==> src/rtl/dfa_lpm_ram.sv <==
// ----------------------------------------------------------------------------
// dfa_lpm_ram
// Generic single-port synchronous RAM with a registered read port.
// ----------------------------------------------------------------------------
module dfa_lpm_ram #(
  parameter int unsigned Width = 8,
  parameter int unsigned Depth = 256
) (
  input  logic                     clk_i,
  input  logic                     en_i,
  input  logic                     we_i,
  input  logic [$clog2(Depth)-1:0] addr_i,
  input  logic [Width-1:0]         wdata_i,
  output logic [Width-1:0]         rdata_o
);

  logic [Width-1:0] mem_q [Depth];
  logic [Width-1:0] rdata_q;

  always_ff @(posedge clk_i) begin
    if (en_i) begin
      if (we_i) begin
        mem_q[addr_i] <= wdata_i;
      end else begin
        rdata_q <= mem_q[addr_i];
      end
    end
  end

  assign rdata_o = rdata_q;

endmodule

==> config.mk <==
export PLATFORM = sky130hd
export DESIGN_NAME = dfa_lpm_ram
export DESIGN_NICKNAME = d
export VERILOG_FILES = /design/src/rtl/dfa_lpm_ram.sv
export SDC_FILE = /design/constraint.sdc
export NUM_CORES = 2
export LEC_CHECK = 0
export ABC_AREA = 0
export ABC_CLOCK_PERIOD_IN_PS = 5110
export CAP_MARGIN = 30
export CELL_PAD_IN_SITES_DETAIL_PLACEMENT = 0
export CELL_PAD_IN_SITES_GLOBAL_PLACEMENT = 1
export CORE_UTILIZATION = 55
export DETAILED_ROUTE_END_ITERATION = 16
export DONT_BUFFER_PORTS = 1
export PLACE_DENSITY = 0.84
export SLEW_MARGIN = 40
export SYNTH_ARGS = -nofsm -noshare
export SYNTH_HDL_FRONTEND = slang
export SYNTH_SLANG_ARGS = --single-unit
==> constraint.sdc <==
create_clock -name clk_i -period 5.11 [get_ports clk_i]
set_clock_uncertainty 0.1 [all_clocks]
set_input_delay 1.022 -clock clk_i [delete_from_list [all_inputs] [get_ports clk_i]]
set_output_delay 1.022 -clock clk_i [all_outputs]
set_load 0.01 [all_outputs]
-- Word level (Yosys, flattened, before mapping)
Memories as Yosys holds them, arrays and structs flattened. A register that Yosys moved wholly into a read port is not among the register bits.
Cells that the tools add are included.
- muxes and demuxes: 3
- bitwise operators: 1
- reductions and logical operators: 1
- operators with widths (cell ; number):
    2-to-1 mux 1 bit ; 3
    AND reduction 2 bit ; 1
    inverter 1 bit ; 1
- memories kept: 1
- word-level logic and storage cells: 6
- memory bits (writable): 2048
- input bits: 19
- output and inout port bits: 8
- bits in registers: 0
- memory list (memory ; depth ; bits a word ; read ports ; clocked after Yosys merged registers in ; wr ports ; RTL line ; source):
    mem_q ; 256 ; 8 ; 1 ; 1 ; 1 ; 17 ; logic [Width-1:0] mem_q [Depth];

-- Depth between registers and ports, before layout
- depth after elaboration: 3
- mapped depth: 9

-- Worst setup path after synthesis
Ideal clock, no wire load.
- path kind: input-to-reg
- start point: input port addr_i[0]
- end point: memory mem_q[117][0], enable pin
- path buffers: 5
- library setup time: 370 ps
- stages: 8
- arrival: 2947 ps
- slack: 1693 ps
- cells stage by stage: buf_2 > buf_6 > buf_2 > buf_2 > nor3b_1 > nand2_1 > clkbuf_1 > nor2_1
- RTL lines (item ; RTL line ; source):
    start: declaration ; 12 ; input logic [$clog2(Depth)-1:0] addr_i,
    end: declaration ; 17 ;
No word-level cell before the write port.

-- Worst setup path after layout
- start point: input port addr_i[1]
- end point: memory mem_q[234][0], enable pin
No word-level cell before the write port.

==> results.cfg <==
[critical_path]
worstPathArrival_ns = 5.09
r2r_slack_ns = 2.10
r2r_start = mem_q[239][2]
cp-start-kind = input port
cp_data_required_time_ns = 5.45
crit_fanout = 114
crit_type = input port to flip-flop
rr_endpoint = rdata_o[2]
reg2reg_depth = 5
cp-end-kind = flip-flop

[synth]
netlist_top_cells_count = edfxtp_1, mux4_2, nor2_1, a22oi_1, clkbuf_1
avgSynthCellArea_um2 = 22.2
syn_area_um2 = 78400
syn_inst = 3526
synth_area_leaders = edfxtp_1, mux4_2, a22oi_1
yosysWarnings = 0
syn_nets = 3545
async_flop_share_pct = 0
synth_area_leader_cell = edfxtp_1
synth_flop_cell = edfxtp_1
yosysMostFrequentCell = edfxtp_1
synth-edff-count = 2056
synth-seq-cells = 2056
yosys.area.top_type_share_pct = 78.8
yosysSeqAreaShare_pct = 78.8
post_synth_num_cell_types = 21

[clock_network]
clk_path_buf_depth = 3
h-tree-depth = 4
ctsResizeCount = 0
post-cts-setup-buffer-count = 0
cts_hold_buf = 0
cts_root_buffer = clkbuf_16
clock-sinks = 2056
clkLatencyLatePin_ns = 0.83
cts_tree = built
clkSlewWorstSetupHoldPaths_ns = 0.06
cts_buffers = 193

[sta]
rsz0062_at_grt = false
finalHoldViolations = 0
max_freq_mhz = 211
tightestPinTransition_ns = 1.42
setup_viol = 0
maxSlewViolCount = 0
setup_ws_ns = 0.367
relSlewSlack_pct = 5.42
fin_crit_ns = 4.74
fin_setup_tns_ns = 0
period_share_pct = 92.8

[placement]
dp.final_hpwl_um = 96100
dp_slack_ns = 1.04
dpl-instance-area_um2 = 80900
io_buffers = 0
gp_congestion = 0.804

[global_routing]
grtUsageTotal_pct = 25.8
grt_first_pass_wirelength_um = 263000
grt.overflow.total = 0
grt_start_max_net_pins = 517
grt_pass1_vias = 37900
antenna_found_initial = 4

[power_and_ir_drop]
finalPower_mw = 33.7
leakage_nw = 26.4
peakVddDrop_v = 0.000288
power.density_nw_per_um2 = 386

[finish]
fillCellCount = 9207
area_delta_synth_final_pct = 11.4
final_area_um2 = 87300
finalNetCount = 3647
layout-drive-gt1-share_pct = 25.5

[min_path]
min-delay-path-class = input port to flip-flop
min_path_cells = 0
hp-start = wdata_i[2]
min_to = mem_q[127][2]

[die]
dieArea_um2 = 144000
fp.dieH_um = 379
core_area_um2 = 141000
die_w_um = 379
initial_utilization_pct = 55.4
pin_count = 27
placementRows = 138

[status]
status = complete, no violations

[routing]
first_iter_violations = 5362
routed_wl_um = 183000
num_vias = 37700
ant_nets = 0
routedWlPerCell_um = 32.2
via_per_inst = 6.66
first_pass_iters = 6
drc = 0

[flow_run]
max_cap_viol_count = 0
-- critical path, cell delays in order --
cell	delay, ns
buf_16	0.45
buf_16	0.49
buf_16	0.51
nor3b_1	0.64
nand2_2	0.65
buf_4	0.44
nor2_1	0.59
-- through the flow --
step                util, %  std cells  hold slack, ns
floorplan                 -       3526           0.796
global placement       57.1       5311           0.913
detailed placement     57.2       5313           0.930
CTS                    61.5       5657           0.201
global route           61.8       5667           0.174
finish                 61.8       5671           0.205
-- kinds of logic after synthesis --
family	share of synthesized area, %
flip-flops	78.8
AND/OR/NAND/NOR	1.61
buffers and inverters	1.28
AO/OA/AOI/OAI	3.63
multiplexers	14.7
-- worst max path at each step --
stage / start / endpoint / slack, ns / depth (start not counted)
global placement: addr_i[0] / rdata_o[4] / 0.64 / 5
CTS: addr_i[0] / mem_q[218][6] / 1.78 / 4
global route: addr_i[1] / mem_q[218][6] / 0.25 / 7
floorplan: addr_i[0] / mem_q[117][0] / 1.69 / 8
finish: addr_i[1] / mem_q[234][0] / 0.37 / 7
detailed placement: addr_i[0] / mem_q[234][6] / 1.04 / 4
-- cell type report --
cell class	count	area (um2)	area share, %
diodes	4	10.0	0.0115
clock buffers	231	5080	5.81
clock inverters	113	1020	1.17
multi-input cells	1245	15900	18.2
flip-flops and latches	2056	61700	70.7
well taps	1890	2360	2.71
repair buffers	132	1250	1.43
-- registers in the layout, indices dropped and copies added, names as in the netlist --
signal   flops
mem_q     2048
rdata_o      8
-- power by group --
group          total (mW)  leakage [nW]  internal, mW  switching, mW
logic                1.17          4.97         0.498          0.670
clock network        14.0          2.99          7.87           6.10
registers            18.6          18.5          18.6         0.0181
total                33.7          26.4          26.9           6.79
-- routing by layer --
layer	vias to the layer above	global-route usage, %	wire length (um)
met1	19800	35.9	67300
li1	15200	-	-
met4	4	8.16	5700
met2	2418	40.0	87700
met3	381	7.24	21900
met5	-	0	27
-- placed cells by master (no fill, tap or decap), types with 33 or more instances in the layout --
cell type	Yosys	layout
a21oi_1	128	128
clkinv_2	0	36
clkbuf_1	143	33
clkbuf_16	0	198
nor2_1	259	238
clkinv_1	0	45
mux4_2	512	512
a22oi_1	256	256
buf_4	11	116
edfxtp_1	2056	2056
No activity file was read; power rests on OpenSTA's default activity.
