File: src/rtl/dfa_lpm_pkg.sv
// ----------------------------------------------------------------------------
// dfa_lpm_pkg
// Shared types and codes of the automaton prefix matcher: operation codes and
// the packed words that travel on the input and output channels.
// ----------------------------------------------------------------------------
package dfa_lpm_pkg;

  // Operation carried by an input word.
  typedef enum logic [1:0] {
    OP_WR_TRANS = 2'd0,
    OP_WR_FINAL = 2'd1,
    OP_BYTE     = 2'd2,
    OP_EOS      = 2'd3
  } op_e;

  localparam int unsigned OutLenWidth = 16;
  localparam logic [31:0] OutLenMax   = 32'h0000_FFFF;

  typedef struct packed {
    logic [1:0] opcode;
    logic [3:0] state_sel;
    logic [7:0] symbol;
    logic [3:0] next_state;
    logic       entry_valid;
    logic       final_flag;
  } in_word_t;

  typedef struct packed {
    logic                   accepted;
    logic                   stopped_on_byte;
    logic [OutLenWidth-1:0] prefix_len;
  } out_word_t;

endpackage

File: src/rtl/dfa_lpm_step.sv
// ----------------------------------------------------------------------------
// dfa_lpm_step
// Second stage of the matcher: holds the automaton state, run and best
// lengths, the halt flag and the final marks, and forms the result word.
// ----------------------------------------------------------------------------
module dfa_lpm_step
  import dfa_lpm_pkg::*;
#(
  parameter int unsigned NumStates = 16,
  parameter int unsigned LenWidth  = 16,
  parameter int unsigned StateW    = 4
) (
  input  logic              clk_i,
  input  logic              rst_ni,
  input  logic              valid_i,
  input  logic              fire_i,
  input  in_word_t          item_i,
  input  logic              entry_valid_i,
  input  logic [StateW-1:0] entry_state_i,
  output logic [StateW-1:0] cur_fwd_o,
  output logic              emit_o,
  output out_word_t         result_o
);

  logic [StateW-1:0]    cur_state_q, cur_state_d;
  logic [LenWidth-1:0]  run_q, run_d;
  logic [LenWidth-1:0]  best_q, best_d;
  logic                 halted_q, halted_d;
  logic [NumStates-1:0] final_q, final_d;

  logic                 is_byte, is_eos, is_final_wr;
  logic                 take_edge;
  logic [StateW-1:0]    fin_idx;
  logic [StateW-1:0]    sel_idx;
  logic                 sel_ok;
  logic [LenWidth-1:0]  run_inc;
  logic [31:0]          best_ext;

  assign is_byte     = (item_i.opcode == OP_BYTE);
  assign is_eos      = (item_i.opcode == OP_EOS);
  assign is_final_wr = (item_i.opcode == OP_WR_FINAL);
  assign take_edge   = is_byte && !halted_q && entry_valid_i;

  // One read of the final marks: the target state on a taken edge, otherwise
  // the state the string stopped in.
  assign fin_idx = take_edge ? entry_state_i : cur_state_q;
  assign sel_idx = StateW'(item_i.state_sel);
  assign sel_ok  = (32'(item_i.state_sel) < NumStates);
  assign run_inc = (run_q == '1) ? run_q : run_q + 1'b1;

  always_comb begin
    cur_state_d = cur_state_q;
    run_d       = run_q;
    best_d      = best_q;
    halted_d    = halted_q;
    final_d     = final_q;
    if (fire_i) begin
      if (is_final_wr && sel_ok) begin
        final_d[sel_idx] = item_i.final_flag;
      end
      if (is_byte && !halted_q) begin
        if (entry_valid_i) begin
          cur_state_d = entry_state_i;
          run_d       = run_inc;
          if (final_q[fin_idx]) begin
            best_d = run_inc;
          end
        end else begin
          halted_d = 1'b1;
        end
      end
      if (is_eos) begin
        cur_state_d = '0;
        run_d       = '0;
        best_d      = '0;
        halted_d    = 1'b0;
      end
    end
  end

  always_ff @(posedge clk_i or negedge rst_ni) begin
    if (!rst_ni) begin
      cur_state_q <= '0;
      run_q       <= '0;
      best_q      <= '0;
      halted_q    <= 1'b0;
      final_q     <= '0;
    end else begin
      cur_state_q <= cur_state_d;
      run_q       <= run_d;
      best_q      <= best_d;
      halted_q    <= halted_d;
      final_q     <= final_d;
    end
  end

  assign cur_fwd_o = cur_state_d;
  assign emit_o    = valid_i && !halted_q && (is_eos || (is_byte && !entry_valid_i));

  assign best_ext                 = 32'(best_q);
  assign result_o.accepted        = final_q[fin_idx];
  assign result_o.stopped_on_byte = is_byte;
  assign result_o.prefix_len      = (best_ext > OutLenMax) ? OutLenWidth'(OutLenMax)
                                                           : best_ext[OutLenWidth-1:0];

  // End of string always leaves the automaton running again.
  a_eos_restarts: assert property (@(posedge clk_i) disable iff (!rst_ni)
    (fire_i && is_eos) |=> (!halted_q && cur_state_q == '0))
    else $error("end of string did not restart the automaton");

  // Only checked, in-range targets are ever stored, so the state stays legal.
  a_state_range: assert property (@(posedge clk_i) disable iff (!rst_ni)
    32'(cur_state_q) < NumStates)
    else $error("automaton state out of range");

endmodule

File: config.mk
export PLATFORM = sky130hd
export DESIGN_NAME = dfa_lpm_step
export DESIGN_NICKNAME = d
export VERILOG_FILES = /design/src/rtl/dfa_lpm_pkg.sv /design/src/rtl/dfa_lpm_step.sv
export SDC_FILE = /design/constraint.sdc
export NUM_CORES = 1
export LEC_CHECK = 0
export BUFFER_PORTS_ARGS = -buffer_cell sky130_fd_sc_hd__buf_2
export CAP_MARGIN = 20
export CORE_MARGIN = 2
export CORE_UTILIZATION = 50
export CTS_CLUSTER_DIAMETER = 120
export DETAILED_ROUTE_END_ITERATION = 10
export GPL_TIMING_DRIVEN = 0
export PLACE_DENSITY = 0.7
export SLEW_MARGIN = 20
export SYNTH_ARGS = -nofsm -noshare
export SYNTH_HDL_FRONTEND = slang
export SYNTH_SLANG_ARGS = --single-unit
File: constraint.sdc
create_clock -name clk_i -period 2.14 [get_ports clk_i]
set_input_delay 0.321 -clock clk_i [delete_from_list [all_inputs] [get_ports clk_i]]
set_output_delay 0.321 -clock clk_i [all_outputs]
set_load 0.1 [all_outputs]
# Word-level counts from Yosys, hierarchy flattened

Cells that the tools add are included.

Output and inout port bits: 23
Logic and storage cells: 53
Register bits: 53
Input port bits: 29

Muxes and demuxes: 22
Add/sub/neg operators: 1
Equal/unequal tests: 5
Reduce and logical (&&, ||, !) cells: 16
Magnitude comparators: 4

Operator list:

| cell                                                                                 | count |
|---|---|
| 16-bit two-way mux                                                                   | 9 |
| 4-bit two-way mux                                                                    | 5 |
| 16-bit by 1-bit adder with 16-bit output (second input constant)                     | 1 |
| 16-bit bitwise mux                                                                   | 1 |
| 16-bit equality test (second input constant)                                         | 1 |
| 16-bit greater-than comparator (second input constant)                               | 1 |
| 4-bit by 5-bit less-than comparator with 1-bit output (second input constant)        | 2 |
| 1-bit logical AND                                                                    | 6 |
| 3-bit AND reduction                                                                  | 2 |
| 2-bit nonzero test                                                                   | 3 |
| 1-bit two-way mux                                                                    | 5 |
| 1-bit binary-select mux with 4-bit select                                            | 1 |
| 1-bit demux with 4-bit select                                                        | 1 |
| 2-bit equality test (second input constant)                                          | 2 |
| 4-bit by 1-bit greater-or-equal comparator with 1-bit output (second input constant) | 1 |
| 4-bit AND reduction                                                                  | 1 |
| 2-bit by 1-bit equality test with 1-bit output (second input constant)               | 1 |
| 1-bit logical NOT                                                                    | 2 |
| 2-bit by 1-bit != test with 1-bit output (second input constant)                     | 1 |
| 2-bit AND reduction                                                                  | 1 |
| 1-bit logical OR                                                                     | 1 |

# Logic depth before layout (Yosys ltp)

Depth after elaboration: 10
Mapped depth: 7
Gate-level depth less buffers: 6

# Worst setup path after synthesis

No wires, ideal clock.

Path type: reg-to-output
Start: register cur_state_q[1]
End: output result_o[17] (netlist bit)
Slack: -0.339 ns
Arrival: 2.158 ns
Stages on the path, launching flop included: 6
Path buffers: 1
Path through: dfrtp_1 clkbuf_1 mux4_2 mux4_2 nand2_1 nand2_1

RTL lines:

| item                     | RTL line           | RTL |
|---|---|---|
| start: declaration       | dfa_lpm_step.sv:25 | `logic [StateW-1:0] cur_state_q, cur_state_d;` |
| start signal: assignment | dfa_lpm_step.sv:89 | `cur_state_q <= cur_state_d;` |
| end: declaration         | dfa_lpm_step.sv:22 | `output out_word_t result_o` |

==> reports/summary.txt <==
RUN STATUS
--------------------------------------------------------------------------------------
Result of the run ....................................................... finished, violations left
Failing checks .......................................................... negative setup slack

SYNTHESIS
--------------------------------------------------------------------------------------
Top cells by area, synth ................................................ sky130_fd_sc_hd__dfrtp_1, sky130_fd_sc_hd__mux4_2, sky130_fd_sc_hd__mux2_2
Distinct cells, synth ...................................................           51
Synth area leader ....................................................... sky130_fd_sc_hd__dfrtp_1
Combined area of all synthesized cells ..................................    3020 um^2
Top FF cell, synth ...................................................... sky130_fd_sc_hd__dfrtp_1
Area share of the largest cell type after synthesis .....................        0.439
Cell types with the highest counts after synthesis ...................... sky130_fd_sc_hd__dfrtp_1, sky130_fd_sc_hd__nand2_1, sky130_fd_sc_hd__o21ai_0
Library cell with the highest instance count after synthesis ............ sky130_fd_sc_hd__dfrtp_1
Fraction of the yosys area taken by sequential cells ....................        0.439
Number of synthesis warnings ............................................            0
Async set or reset register ratio after synthesis .......................         1.00
Count of mapped cells out of synthesis ..................................          294
Number of flops mapped to enable cells by yosys .........................            0
Synthesized area per cell ...............................................    10.3 um^2
Synth Net Count .........................................................          324
Synthesis-stage register bit count ......................................           53

FLOORPLANNING
--------------------------------------------------------------------------------------
Count of standard-cell rows .............................................           28
Initial Utilization .....................................................        0.514
Die outline area ........................................................    6690 um^2
Die height ..............................................................      81.8 um
Ports ...................................................................           52
Width of the die ........................................................      81.8 um
Core region area ........................................................    5890 um^2

ROUTING
--------------------------------------------------------------------------------------
DR DRC count ............................................................            0
Iteration-0 DRC count of the detailed router ............................          336
Detail-routed net length per standard cell ..............................      17.2 um
Final ANT Viol Nets .....................................................            0
First-pass DRT Iterations ...............................................            4
Overall via count from detail_route .....................................         2454
Number of vias per cell .................................................         5.86
Final WL ................................................................      7220 um

POWER
--------------------------------------------------------------------------------------
Power Density ...........................................................  674 nW/um^2
Leakage dissipation .....................................................      1.59 nW
Maximum ir drop on the vdd rail .........................................     0.338 mV

STA
--------------------------------------------------------------------------------------
Period utilization ......................................................         1.14
Least setup slack across all paths after layout .........................    -0.303 ns
Setup clock skew after layout ...........................................    0.0108 ns
Rel. slew slack .........................................................        0.539
Period minus WS final ...................................................      2.44 ns
Setup violation total in the final timing report ........................            1
Transition time at the pin with the least slew margin ...................     0.683 ns
Unrepaired setup endpoints after global routing .........................          yes
Timing-limited maximum frequency ........................................      409 MHz
Count of pins over their slew limit .....................................            0
Setup tns final .........................................................    -0.303 ns
Final hold vios .........................................................            0

CLOCK NETWORK
--------------------------------------------------------------------------------------
CTS Hold Bufs ...........................................................            0
Clock sinks .............................................................           53
Number of H-tree levels .................................................            2
Clock latency on the worst-skew pair ....................................      0.32 ns
Clock tree from TritonCTS ...............................................         done
Clock transition at the registers of the reported paths .................      0.11 ns
Buffers from clock root to sink, at most ................................            2
Number of buffers created by CTS ........................................            5
CTS Root Buffer Type .................................................... sky130_fd_sc_hd__clkbuf_8

FINISH
--------------------------------------------------------------------------------------
Synthesis-to-finish area growth .........................................        19.9%
Flip-flop and latch area ................................................    1330 um^2
Filler-free cell count of the finished design ...........................          419
Total area of multi-input combinational cells ...........................    1660 um^2
Layout net count ........................................................          373
Fraction of layout instances using a drive strength above 1 .............        0.314
Filler Cells Inserted ...................................................          475
Number of antenna repair diodes .........................................            0

SETUP PATH
--------------------------------------------------------------------------------------
Setup crit start kind ...................................................    flip-flop
Required arrival time at the worst endpoint .............................      1.82 ns
Critical setup path kind ................................................   reg -> out
CP endpoint kind ........................................................ primary output
Arrival time reported for the critical path endpoint ....................      2.12 ns
Worst Path Max Fanout ...................................................            5

GLOBAL ROUTE
--------------------------------------------------------------------------------------
Total global-route track usage ..........................................        0.223
Via count of the first global-routing pass ..............................         2309
Grt total ovfl ..........................................................            0
Number of antenna violations at the first check in global routing .......            0
Largest net degree at the start of global routing .......................           54
First-pass GRT wire length ..............................................     11500 um

PLACE
--------------------------------------------------------------------------------------
Buffers added on ports ..................................................           33
Cell count after placement ..............................................          402
Weighted congestion reported at the end of routability-driven placement .        0.960
Placed wire-length estimate .............................................      5000 um

JOB
--------------------------------------------------------------------------------------
Number of maximum-capacitance violations ................................            0

MIN PATH
--------------------------------------------------------------------------------------
Hold crit path type .....................................................  in -> async

[metrics by stage]
stage	power [W]	util	setup slack, ns	hold WS, ns	area (um^2)
6_report	0.00244	0.616	-0.303	0.0240	3620
3_5_place_dp	0.00157	0.560	-0.404	0.411	3300
5_1_grt	0.00253	0.616	-0.379	0.0805	3620
2_1_floorplan	0.00145	-	-0.132	0.0254	3040
4_1_cts	0.00242	0.590	-0.292	0.0608	3470
3_3_place_gp	0.00156	0.560	-0.392	0.469	3290
[power by group]
part	internal [W]	total [W]	switching, W
Clock	0.000471	0.000837	0.000366
Combinational	0.000193	0.000472	0.000280
Sequential	0.00107	0.00113	0.0000681
[repair_timing]
action                                  4_1_cts  5_1_grt
resized for setup                            14       21
endpoints found under the setup margin        5       15
setup buffers                                 0       10
pin swaps                                     1        5
[state kept, by name (all words and copies together) (netlist names)]
signal and cells:
run_q 16, cur_state_q 4, halted_q 1, final_q 16
best_q 16
[cells by family after synthesis]
logic type,synth area share
flops,0.439
mux,0.130
simple gates,0.216
fa+ha+maj,0.00414
xor+xnor,0.0261
buf+inv,0.0348
compound gates,0.150
[path summary, 6_finish.rpt]
path / from / endpoint / slack (ns) / cells past startpoint
setup / recovery: cur_state_q[1] / result_o[17] / -0.30 / 5
hold / removal: rst_ni / cur_state_q[2] / 0.02 / 1
setup reg to reg: run_q[1] / run_q[10] / 0.07 / 6
hold reg to reg: best_q[12] / best_q[12] / 0.50 / 1
max in group asynchronous: rst_ni / cur_state_q[1] / 1.61 / 1
min in group clk_i: entry_state_i[3] / cur_state_q[3] / 0.30 / 2
[cells in the final DEF (no fill, tap or decap), types with 3 or more instances in the layout]
cell                         n
sky130_fd_sc_hd__mux2_2     16
sky130_fd_sc_hd__xor2_1      5
sky130_fd_sc_hd__clkbuf_8    5
sky130_fd_sc_hd__and2_1      6
sky130_fd_sc_hd__o2bb2ai_1   9
sky130_fd_sc_hd__nand4_1     4
sky130_fd_sc_hd__buf_2      33
sky130_fd_sc_hd__a22o_1      5
sky130_fd_sc_hd__nor2_1     18
sky130_fd_sc_hd__xnor2_1     4
sky130_fd_sc_hd__buf_12      3
sky130_fd_sc_hd__inv_1       4
sky130_fd_sc_hd__o21ai_1     4
sky130_fd_sc_hd__mux4_2      9
sky130_fd_sc_hd__clkbuf_1    8
sky130_fd_sc_hd__nand2_1    23
sky130_fd_sc_hd__dfrtp_1    51
sky130_fd_sc_hd__nor3_1      5
sky130_fd_sc_hd__o21ai_0    20
sky130_fd_sc_hd__buf_4      14
sky130_fd_sc_hd__nand3_1    19
sky130_fd_sc_hd__and3_1      4
sky130_fd_sc_hd__nor2b_1     6
sky130_fd_sc_hd__a21oi_1     8
sky130_fd_sc_hd__o31ai_1     5
[worst max-delay path, cell delays in order (launching register included)]
cell                      delay [ns]
sky130_fd_sc_hd__dfrtp_2        0.46
sky130_fd_sc_hd__mux4_2         0.51
sky130_fd_sc_hd__mux4_2         0.49
sky130_fd_sc_hd__nand2_2        0.08
sky130_fd_sc_hd__nand2_2        0.07
sky130_fd_sc_hd__buf_12         0.17
[layer usage]
layer	up-vias	track usage	part of all wire
li1	1189	-	-
met1	1171	0.328	0.48
met2	82	0.345	0.46
met3	12	0.0396	0.047
met4	0	0.0500	0.015
met5	-	0	0
[final cells by class]
type	instances	share of cell area
multi-input combinational	217	0.457
sequential	53	0.367
timing repair buffer	43	0.0828
tap	75	0.0259
buffer	19	0.0252
clock buffer	5	0.0190
clock inverter	3	0.0190
inverter	4	0.00414
Note: power is estimated with default switching activity, not from simulation.
