`config.mk`:
```
export PLATFORM = sky130hd
export DESIGN_NAME = dfa_lpm_clear
export DESIGN_NICKNAME = d
export VERILOG_FILES = /design/src/rtl/dfa_lpm_clear.sv
export SDC_FILE = /design/constraint.sdc
export NUM_CORES = 1
export LEC_CHECK = 0
export BUFFER_PORTS_ARGS = -buffer_cell sky130_fd_sc_hd__buf_2
export CORE_MARGIN = 5
export CORE_UTILIZATION = 51
export DETAILED_ROUTE_END_ITERATION = 6
export PLACE_DENSITY = 0.75
export SYNTH_ARGS = -nofsm -noshare
export SYNTH_HDL_FRONTEND = slang
export SYNTH_SLANG_ARGS = --single-unit
```
`constraint.sdc`:
```
create_clock -name clk_i -period 1.7 [get_ports clk_i]
set_input_delay 0 -clock clk_i [delete_from_list [all_inputs] [get_ports clk_i]]
set_output_delay 0 -clock clk_i [all_outputs]
set_load 0.05 [all_outputs]
```
`src/rtl/dfa_lpm_clear.sv`:
```
// ----------------------------------------------------------------------------
// dfa_lpm_clear
// Post-reset sweep that writes every transition entry to invalid, one entry
// per cycle.
// ----------------------------------------------------------------------------
module dfa_lpm_clear #(
  parameter int unsigned Depth = 4096
) (
  input  logic                     clk_i,
  input  logic                     rst_ni,
  output logic                     busy_o,
  output logic [$clog2(Depth)-1:0] addr_o
);

  localparam int unsigned AddrWidth = $clog2(Depth);
  localparam logic [AddrWidth-1:0] LastAddr = AddrWidth'(Depth - 1);

  typedef enum logic [1:0] {
    CLR_SWEEP = 2'b01,
    CLR_DONE  = 2'b10
  } clr_state_e;

  clr_state_e           state_q, state_d;
  logic [AddrWidth-1:0] addr_q, addr_d;

  always_comb begin
    state_d = state_q;
    addr_d  = addr_q;
    case (state_q)
      CLR_SWEEP: begin
        addr_d = addr_q + 1'b1;
        if (addr_q == LastAddr) begin
          state_d = CLR_DONE;
        end
      end
      CLR_DONE: begin
        addr_d = addr_q;
      end
      default: begin
        state_d = CLR_SWEEP;
        addr_d  = '0;
      end
    endcase
  end

  always_ff @(posedge clk_i or negedge rst_ni) begin
    if (!rst_ni) begin
      state_q <= CLR_SWEEP;
      addr_q  <= '0;
    end else begin
      state_q <= state_d;
      addr_q  <= addr_d;
    end
  end

  assign busy_o = (state_q == CLR_SWEEP);
  assign addr_o = addr_q;

endmodule

```
Word level (Yosys, flattened, before mapping)
Cells that the tools add are included.
Operators by class
  $add $sub $neg: 1
  eq/ne operators: 4
  muxes and demuxes: 3
  bitwise gates (word level): 1
  reductions and logical operators: 1
Operators by type and width (number)
  $pmux 12 s2: 1
  $add 12x1->12 const B: 1
  $eq 12x12->1 const B: 1
  $pmux 2 s2: 1
  $eq 2x1->1 const B: 1
  $eq 2x2->1 const B: 1
  $mux 2: 1
  $ne 2x1->1 const B: 1
  $reduce_and 2->1: 1
  $not 1->1: 1
Storage, ports and cells
  bits in registers: 14
  input bits: 2

Depth between registers and ports, before layout
Gate-level depths: netlist (run 1).
  word-level depth: 3
  mapped depth: 5

Least setup slack after synthesis (run 1)
No wires, ideal clock.
  path kind: reg-to-reg
  start point: register addr_q[2], in the netlist addr_o[2]
  end point: register state_q[1]
  data arrival time: 1.521 ns
  required time: 1.634 ns
  path slack: 0.113 ns
  cell stages (with the launch flop): 6
  buffers on the path: 1
  period minus slack after synthesis: 1.587 ns
  cells stage by stage: dfrtp_1 -> buf_6 -> and4_2 -> nand2_2 -> nor3_1 -> a31o_2
On the way
  cells in the longest elaborated chain, start to end: 3
Ends and longest elaborated chain
  start, declared: line 24  | logic [AddrWidth-1:0] addr_q, addr_d;
  start signal, assigned: line 52  | addr_q <= addr_d;
  $eq 12x12->1: line 32  | if (addr_q == LastAddr) begin
  $ne 2x1->1 (no line)
  $reduce_and 2->1 (no line)
  end signal, assigned: line 51  | state_q <= state_d;
  end, declared: line 23  | clr_state_e state_q, state_d;
Every way passes these cells.
A chain may end at the register's enable or synchronous reset.

Final worst setup path (run 1)
  start point: register state_q[0]
  end point: output port busy_o
On the way
  cells in the longest elaborated chain, start to end: 1
Ends and longest elaborated chain
  $eq 2x1->1: line 56  | assign busy_o = (state_q == CLR_SWEEP);
  end, declared: line 11  | output logic busy_o,
Every way passes these cells.

==> results of run 1 <==
## logic make-up (layout without fill, tap and decap cells)
family	Yosys count	in the layout	share of synthesized area, %
simple gates	30	30	21.7
xor+xnor	10	10	12.2
compound gates	14	14	11.0
fa+ha+maj	1	1	1.75
flops	14	14	49.1
buf+inv	4	21	4.19
## critical path, cell delays in order (launching register included)
cell and delay (ns):
dfstp_2 0.54, nand2b_1 0.22, inv_1 0.20, buf_2 0.28
## synthesized netlist by cell type
master and instances:
and4_2 1, xnor2_1 4, nand3_1 4, nand4_1 4, o21ai_1 1, dfstp_2 1, clkbuf_1 1, inv_1 1
buf_6 2, a31o_2 1, a22o_1 1, nand2_1 13, a31oi_1 1, nor3_1 2, ha_1 1, xor2_1 6
and3_1 1, nor4_2 1, nor2_1 1, o21ai_0 10, nand2_2 1, nor2b_1 1, dfrtp_1 13, nand2b_1 1
## where the power goes
part,internal (W),switching (W),leakage [nW]
combinational,0.00000233,0.00000624,0.159
sequential,0.000333,0,0.182
clock,0.0000912,0.000101,0.0150
total,0.000426,0.000107,0.356
## worst paths after layout
kind / from / to / cells past startpoint
setup / recovery: state_q[0]$_DFFE_PN1P_ / busy_o / 3
hold / removal: rst_ni / addr_o[2]$_DFFE_PN0P_ / 2
setup reg to reg: addr_o[2]$_DFFE_PN0P_ / state_q[1]$_DFFE_PN0P_ / 4
hold reg to reg: addr_o[11]$_DFFE_PN0P_ / state_q[0]$_DFFE_PN1P_ / 1
max in group asynchronous: rst_ni / state_q[0]$_DFFE_PN1P_ / 2
min in group clk_i: addr_o[11]$_DFFE_PN0P_ / state_q[0]$_DFFE_PN1P_ / 1
## per-layer routing
layer	routed length (um)	share of wire (%)	global-route usage [%]
met5	0	0	0
met2	655	46	24.6
met4	23	1.6	6.63
met1	629	44	18.5
met3	105	7.4	6.02
## registers in the layout, summed over array words and instances, names as in the netlist
| signal | count |
|---|---|
| addr_o | 12 |
| state_q | 2 |
## stage by stage
step / hold slack, ns / worst slack (ns) / total power, W / instance area [sq um]
after floorplan: -0.296 / 0.113 / 0.000339 / 716
after CTS: 0.139 / 0.161 / 0.000541 / 822
final: 0.133 / 0.179 / 0.000533 / 822
after global routing: 0.157 / 0.0672 / 0.000560 / 822
after detailed placement: -0.0906 / 0.342 / 0.000347 / 786
after global placement: -0.0954 / 0.374 / 0.000347 / 786
## final cells by class
class	count	area [sq um]	area share, %
sequential	14	352	42.8
multi-input combinational	55	334	40.6
timing repair buffer	16	87.6	10.7
clock buffer	4	26.3	3.20
tap	15	18.8	2.28
inverter	1	3.75	0.457
## what timing repair did
| action | in CTS | in global routing |
|---|---|---|
| setup buffers | 0 | 0 |
| hold buffers | 1 | 0 |
| hold endpoints to repair | 14 | 0 |
==> reports/qor.yml, run 1 <==
run_status:
  status: "finished, final reports clean"
clock_tree:
  clock_latency_ns: 0.28
  cts.sinks: 14
  cts-root-buf: "clkbuf_4"
  cts-buffers-inserted: 3
  max-clock-path-buffers: 2
  cts_resized: 0
  cts.clk_slew.worst_paths_ns: 0.08
  cts_tree: "built"
  htree_levels: 1
job:
  drv_cap: 0
synth:
  ys_warn_count: 0
  synth_area_leader_cell: "dfrtp_1"
  synth_nets: 76
  yosys-top-cells-area: "dfrtp_1 (45%), xor2_1 (7.3%), o21ai_0 (7.0%)"
  ys_seq_elements: 14
  synth_area_sq_um: 716
  yosysSeqAreaShare_pct: 49.1
  synth.top_cell.area_share_pct: 45.5
  synth_cell_types: 24
  syn-mean-instance-area_sq_um: 9.80
  synth_cells: 73
layout:
  drive_above_1_share_pct: 25.6
  final_cell_mix: "buf_2 (14), nand2_1 (13), dfrtp_1 (13)"
  fill_cells: 107
  nets: 94
  syn2layout_area_growth_pct: 14.9
  final_common_cell: "buf_2"
  antenna_cells: 0
  stdcell_count: 105
  post-route-util_pct: 62.4
worst_setup_path:
  cp-end-kind: "primary output"
  r2r_slack_ns: 0.32
  path_class: "register to primary output"
  cp.arrival_ns: 1.52
  cp-start-kind: "register"
  required_ns: 1.70
  crit_fanout: 12
power_and_ir_drop:
  irDropWorstVdd_mv: 0.337
  leakage_nw: 0.356
  power-per-cell-area_nw_per_um2: 649
global_routing:
  first_global_vias: 542
  track_usage_pct: 15.5
  grt_max_degree: 15
  grt_overflow: 0
  grt_first_pass_wirelength_mm: 2.36
  antenna_found_initial: 0
routing:
  dr.pass1.iters: 4
  vias: 574
  detail_route.wirelength_mm: 1.41
  ant_nets: 0
  route.detailed.drc: 0
  drt-wirelength-per-cell_um: 13.5
  viasPerCell: 5.47
  drt-initial-drc-count: 11
place:
  hpwlAfterDp_mm: 1.06
  place.gp.congestion: 0.831
  port_buffers: 14
  placed_cells: 100
sta:
  fin_setup_tns_ns: 0
  fmax_mhz: 657
  finalHoldViolCount: 0
  slew_viol_final: 0
  rsz0062_at_grt: "no"
  worst_pin_slew_ns: 0.388
  slew-limit-headroom_pct: 74.1
  period_minus_slack_ns: 1.52
  fin_crit_sh_pct: 89.5
  setup_violations: 0
  fin_skew_ns: 0.00312
die:
  core_area_sq_um: 1320
  io_pins: 15
  die_w_um: 47.5
  die_h_um: 47.5
  num_rows: 13
  die_area_sq_um: 2250
  start_util_pct: 54.3
min_path:
  hold_path_class: "input pin to asynchronous set/reset pin"
No activity file was read; power rests on OpenSTA's default activity.
==> run 2: changes to the inputs <==
CORE_MARGIN = default   (was 5)
REMOVE_ABC_BUFFERS = 1   (was default)
==> run 2 against run 1 <==
Net effect:
- sequential share of layout area shrank 0.51 points
- clock skew is 0.0022 ns lower
- count of clock-buffer cells in the layout unchanged
- non-clock buffer count unchanged
- first-iteration DRC count up 55%
- power increased by 8.1%
- clock power grew 22%
- largest power group unchanged
==> reports/qor.yml, run 2 (synthesis gave the netlist of run 1 again) <==
layout:
  drive_above_1_share_pct: 26.7
  final_cell_mix: "buf_2 (14), nand2_1 (13), dfrtp_1 (13)"
  fin_area_sq_um: 832
  antenna_cells: 0
  final_common_cell: "buf_2"
  syn2layout_area_growth_pct: 16.3
  final-seq-area_sq_um: 352
  multi_input_area_sq_um: 334
  fill_cells: 117
  nets: 94
  largest_register_ffs: 12
routing:
  dr_wl_met3_um: 55
  route.detailed.drc: 0
  routed.top_layer: "met4"
  drt-wirelength-per-cell_um: 13.2
  wl_met1_um: 694
  detail_route.wirelength_mm: 1.39
  dr.pass1.iters: 4
  drt-initial-drc-count: 17
  met2RoutedLength_um: 617
  viasPerCell: 5.46
  ant_nets: 0
  vias: 573
clock_tree:
  cts.clk_slew.worst_paths_ns: 0.09
  cts.sinks: 14
  post-cts-setup-buffers: 0
  cts-buffers-inserted: 3
  max-clock-path-buffers: 2
  clock_latency_ns: 0.27
  cts_tree: "built"
  cts_hold_buffers: 1
  cts-root-buf: "clkbuf_4"
  cts_resized: 0
  htree_levels: 1
die:
  die_area_sq_um: 1560
  start_util_pct: 55.0
  core_area_sq_um: 1300
  die_h_um: 39.5
  num_rows: 13
  io_pins: 15
  die_w_um: 39.5
power_and_ir_drop:
  power-per-cell-area_nw_per_um2: 693
  leakage_nw: 0.362
  p_total_w: 0.000577
  irDropWorstVdd_mv: 0.406
worst_setup_path:
  startpoint: "state_q[0]$_DFFE_PN1P_"
  reg2reg_depth: 4
  required_ns: 1.70
  slowest_delay_ns: 0.54
  cp.arrival_ns: 1.52
  crit_path_cell_trace: "nand2b_1 -> inv_1 -> buf_2"
  timing.rr.start: "addr_o[2]$_DFFE_PN0P_"
  critPathSlowestCell: "dfstp_2"
  crit_fanout: 12
  timing.rr.end: "state_q[1]$_DFFE_PN0P_"
  r2r_slack_ns: 0.32
  cp-start-kind: "register"
  path_class: "register to primary output"
  cp-end-kind: "primary output"
sta:
  fin_crit_sh_pct: 89.7
  setup_violations: 0
  slew-limit-headroom_pct: 63.3
  fin_skew_ns: 0.000916
  rsz0062_at_grt: "no"
  period_minus_slack_ns: 1.52
  fin_setup_tns_ns: 0
  worst_pin_slew_ns: 0.549
  slew_viol_final: 0
  finalHoldViolCount: 0
  fmax_mhz: 656
global_routing:
  grt_max_degree: 15
  grt_overflow: 0
  grt_first_pass_wirelength_mm: 2.23
  antenna_found_initial: 0
  first_global_vias: 507
  track_usage_pct: 21.2
place:
  placed_area_sq_um: 786
  hpwlAfterDp_um: 979
  place.gp.congestion: 0.733
  port_buffers: 14
min_path:
  hold_path_class: "input pin to asynchronous set/reset pin"
run_status:
  status: "finished, final reports clean"
job:
  drv_cap: 0
run 2: cell counts in the layout (fill, tap and decap cells not counted):
No cell type changed its count.
run 2: area by class of cell:
cell class	count	share of cell area, %
Sequential cell	14	42.3
Multi-Input combinational cell	55	40.2
Timing Repair Buffer	16	10.5
Clock buffer	4	4.36
Tap cell	15	2.26
Inverter	1	0.451
run 2: how the worst max path moves through the flow:
| stage | slack [ns] | end |
|---|---|---|
| finish | 0.18 | busy_o |
| floorplan | 0.11 | state_q[1]$_DFFE_PN0P_ |
| CTS | 0.15 | busy_o |
| detailed placement | 0.36 | state_q[1]$_DFFE_PN0P_ |
| global route | 0.07 | busy_o |
| global placement | 0.36 | addr_o[11]$_DFFE_PN0P_ |
run 2: per-layer routing:
metal  up-vias  global-route usage, %
met4         0                   7.76
met3         4                   3.41
met2        16                   32.8
met5         -                      0
li1        287                      -
met1       266                   29.3
run 2: critical path: cells and delay by family, from the launching register on:
| family | cells | cell delay [ns] |
|---|---|---|
| flip-flops | 1 | 0.54 |
| buffers and inverters | 2 | 0.50 |
| AND/OR/NAND/NOR | 1 | 0.23 |
run 2: power by group:
| group | internal (W) | switching [W] | total (W) | leakage [nW] |
|---|---|---|---|---|
| combinational | 0.00000233 | 0.00000625 | 0.00000858 | 0.159 |
| sequential | 0.000333 | 0 | 0.000333 | 0.182 |
| clock | 0.000130 | 0.000105 | 0.000235 | 0.0210 |
| total | 0.000465 | 0.000112 | 0.000577 | 0.362 |
run 2: metrics by stage:
step | std cells | util [%] | hold WS (ns) | setup slack, ns
after floorplan | 70 | - | -0.296 | 0.109
after global placement | 100 | 60.4 | -0.0955 | 0.364
after detailed placement | 100 | 60.4 | -0.0884 | 0.357
after CTS | 105 | 63.9 | 0.149 | 0.153
after global routing | 105 | 63.9 | 0.176 | 0.0701
final | 105 | 63.9 | 0.138 | 0.175
==> run 3: changes to the inputs <==
CELL_PAD_IN_SITES_DETAIL_PLACEMENT = 1   (was default)
CELL_PAD_IN_SITES_GLOBAL_PLACEMENT = 2   (was default)
CORE_UTILIZATION = 31   (was 51)
CTS_CLUSTER_SIZE = 16   (was default)
PLACE_DENSITY = 0.74   (was 0.75)
==> run 3 against run 2 <==
Net effect:
- critical path depth increased by 1
- count of clock-buffer cells in the layout stayed put
- sequential share of layout area decreased by 1.2 points
- maximum frequency up 3.3%
- power increased by 2.3%
- worst setup slack improved by 0.049 ns
- combinational power grew 6.1%
- global-route usage shrank 4.6 points
- clock power increased by 6%
- worst hold slack worse by 0.0024 ns
- register-to-register slack got worse by 0.096 ns
- routed wire length rose by 25%
- critical endpoint is now state_q[1]$_DFFE_PN0P_
- largest power group unchanged
==> reports/qor.yml, run 3 (synthesis gave the netlist of run 1 again) <==
layout:
  syn2layout_area_growth_pct: 19.6
  largest_register_ffs: 12
  stdcell_count: 119
  nets: 95
  post-route-util_pct: 39.1
  final_cell_mix: "buf_2 (14), nand2_1 (13), dfrtp_1 (13)"
  antenna_cells: 0
  final_common_cell: "buf_2"
  final-seq-area_sq_um: 352
  multi_input_area_sq_um: 334
  drive_above_1_share_pct: 27.5
  fill_cells: 260
place:
  hpwlAfterDp_mm: 1.19
  port_buffers: 14
  place.gp.congestion: 0.733
  placed_cells: 114
power_and_ir_drop:
  clkPwrFrac_pct: 42.0
  p_total_w: 0.000590
  leakage_nw: 0.367
  irDropWorstVdd_mv: 0.304
  pwr-share-seq_pct: 56.4
  power-per-cell-area_nw_per_um2: 689
  power_switching_share_pct: 21.1
  p_sw_w: 0.000124
  internal_power_w: 0.000465
  p_comb_share_pct: 1.5
global_routing:
  grt_first_pass_wirelength_mm: 2.99
  antenna_found_initial: 0
  first_global_vias: 556
  track_usage_pct: 16.6
  grt_max_degree: 15
  grt_overflow: 0
worst_setup_path:
  cp-end-kind: "register"
  slowest_delay_ns: 0.48
  cp-start-kind: "register"
  crit_fanout: 7
  cp.arrival_ns: 1.71
  required_ns: 1.93
  crit_path_cell_trace: "ha_1 -> nand2_2 -> nor3_1 -> a31o_2"
  path_class: "register to register"
  critPathSlowestCell: "dfrtp_1"
die:
  die_h_um: 50.1
  die_area_sq_um: 2510
  die_w_um: 50.1
  core_area_sq_um: 2190
  start_util_pct: 32.7
  io_pins: 15
  num_rows: 17
clock_tree:
  clock_latency_ns: 0.28
  cts-buffers-inserted: 3
  cts_resized: 0
  cts-root-buf: "clkbuf_4"
  cts_tree: "built"
  htree_levels: 1
  cts.clk_slew.worst_paths_ns: 0.09
  cts.sinks: 14
  max-clock-path-buffers: 2
sta:
  fmax_mhz: 678
  finalHoldViolCount: 0
  fin_crit_sh_pct: 86.8
  slew_viol_final: 0
  fin_setup_tns_ns: 0
  rsz0062_at_grt: "no"
  setup_violations: 0
  fin_skew_ns: 0.00314
  period_minus_slack_ns: 1.48
  worst_pin_slew_ns: 0.331
  hold_ws_ns: 0.136
  slew-limit-headroom_pct: 77.9
routing:
  drt-initial-drc-count: 9
  ant_nets: 0
  drt-wirelength-per-cell_um: 14.6
  detail_route.wirelength_mm: 1.74
  viasPerCell: 4.87
  dr.pass1.iters: 4
  vias: 579
  route.detailed.drc: 0
run_status:
  status: "finished, final reports clean"
min_path:
  hold_path_class: "input pin to asynchronous set/reset pin"
job:
  drv_cap: 0
run 3: per-layer routing:
layer  share of wire (%)  vias to the layer above  track usage, %
li1                    -                      293               -
met1                  51                      273            24.7
met2                  45                       11            22.2
met3                 3.3                        2            3.09
met4                0.69                        0            8.57
met5                   0                        -               0
run 3: critical path, delay by kind of cell, from the launching register on:
| family | cells | cell delay (ns) |
|---|---|---|
| flops | 1 | 0.48 |
| fa+ha+maj | 1 | 0.34 |
| simple gates | 2 | 0.40 |
| compound gates | 1 | 0.19 |
run 3: what timing repair did:
action                                 4_1_cts  5_1_grt
buffers inserted                             0        0
endpoints found under the hold margin       14        0
hold buffers                                 1        0
run 3: cell type report:
type / instances / area share (%)
clock buffers: 4 / 4.24
inverters: 1 / 0.439
multi-input cells: 55 / 39.0
flip-flops and latches: 14 / 41.1
well taps: 28 / 4.09
repair buffers: 17 / 11.1
run 3: metrics by stage:
stage          setup slack [ns]  area (sq um)
2_1_floorplan             0.109           689
3_3_place_gp              0.276           810
5_1_grt                  0.0728           856
4_1_cts                   0.227           856
3_5_place_dp              0.249           810
6_report                  0.224           856
run 3: power by group through the flow:
stage          combinational, W  clock, W  sequential, W
2_1_floorplan   0.0000000000821         0       0.000339
3_3_place_gp         0.00000777         0       0.000339
3_5_place_dp         0.00000803         0       0.000339
4_1_cts              0.00000982  0.000257       0.000333
5_1_grt               0.0000108  0.000273       0.000333
6_report             0.00000910  0.000248       0.000333
run 3: path summary, 6_finish.rpt:
path | start | endpoint | slack (ns) | cells after the start
max | addr_o[0]$_DFFE_PN0P_ | state_q[1]$_DFFE_PN0P_ | 0.22 | 4
min | rst_ni | addr_o[9]$_DFFE_PN0P_ | 0.14 | 2
max reg2reg | addr_o[0]$_DFFE_PN0P_ | state_q[1]$_DFFE_PN0P_ | 0.22 | 4
min reg2reg | addr_o[11]$_DFFE_PN0P_ | state_q[0]$_DFFE_PN1P_ | 0.54 | 1
max in group asynchronous | rst_ni | state_q[0]$_DFFE_PN1P_ | 1.27 | 2
min in group clk_i | addr_o[11]$_DFFE_PN0P_ | state_q[0]$_DFFE_PN1P_ | 0.54 | 1
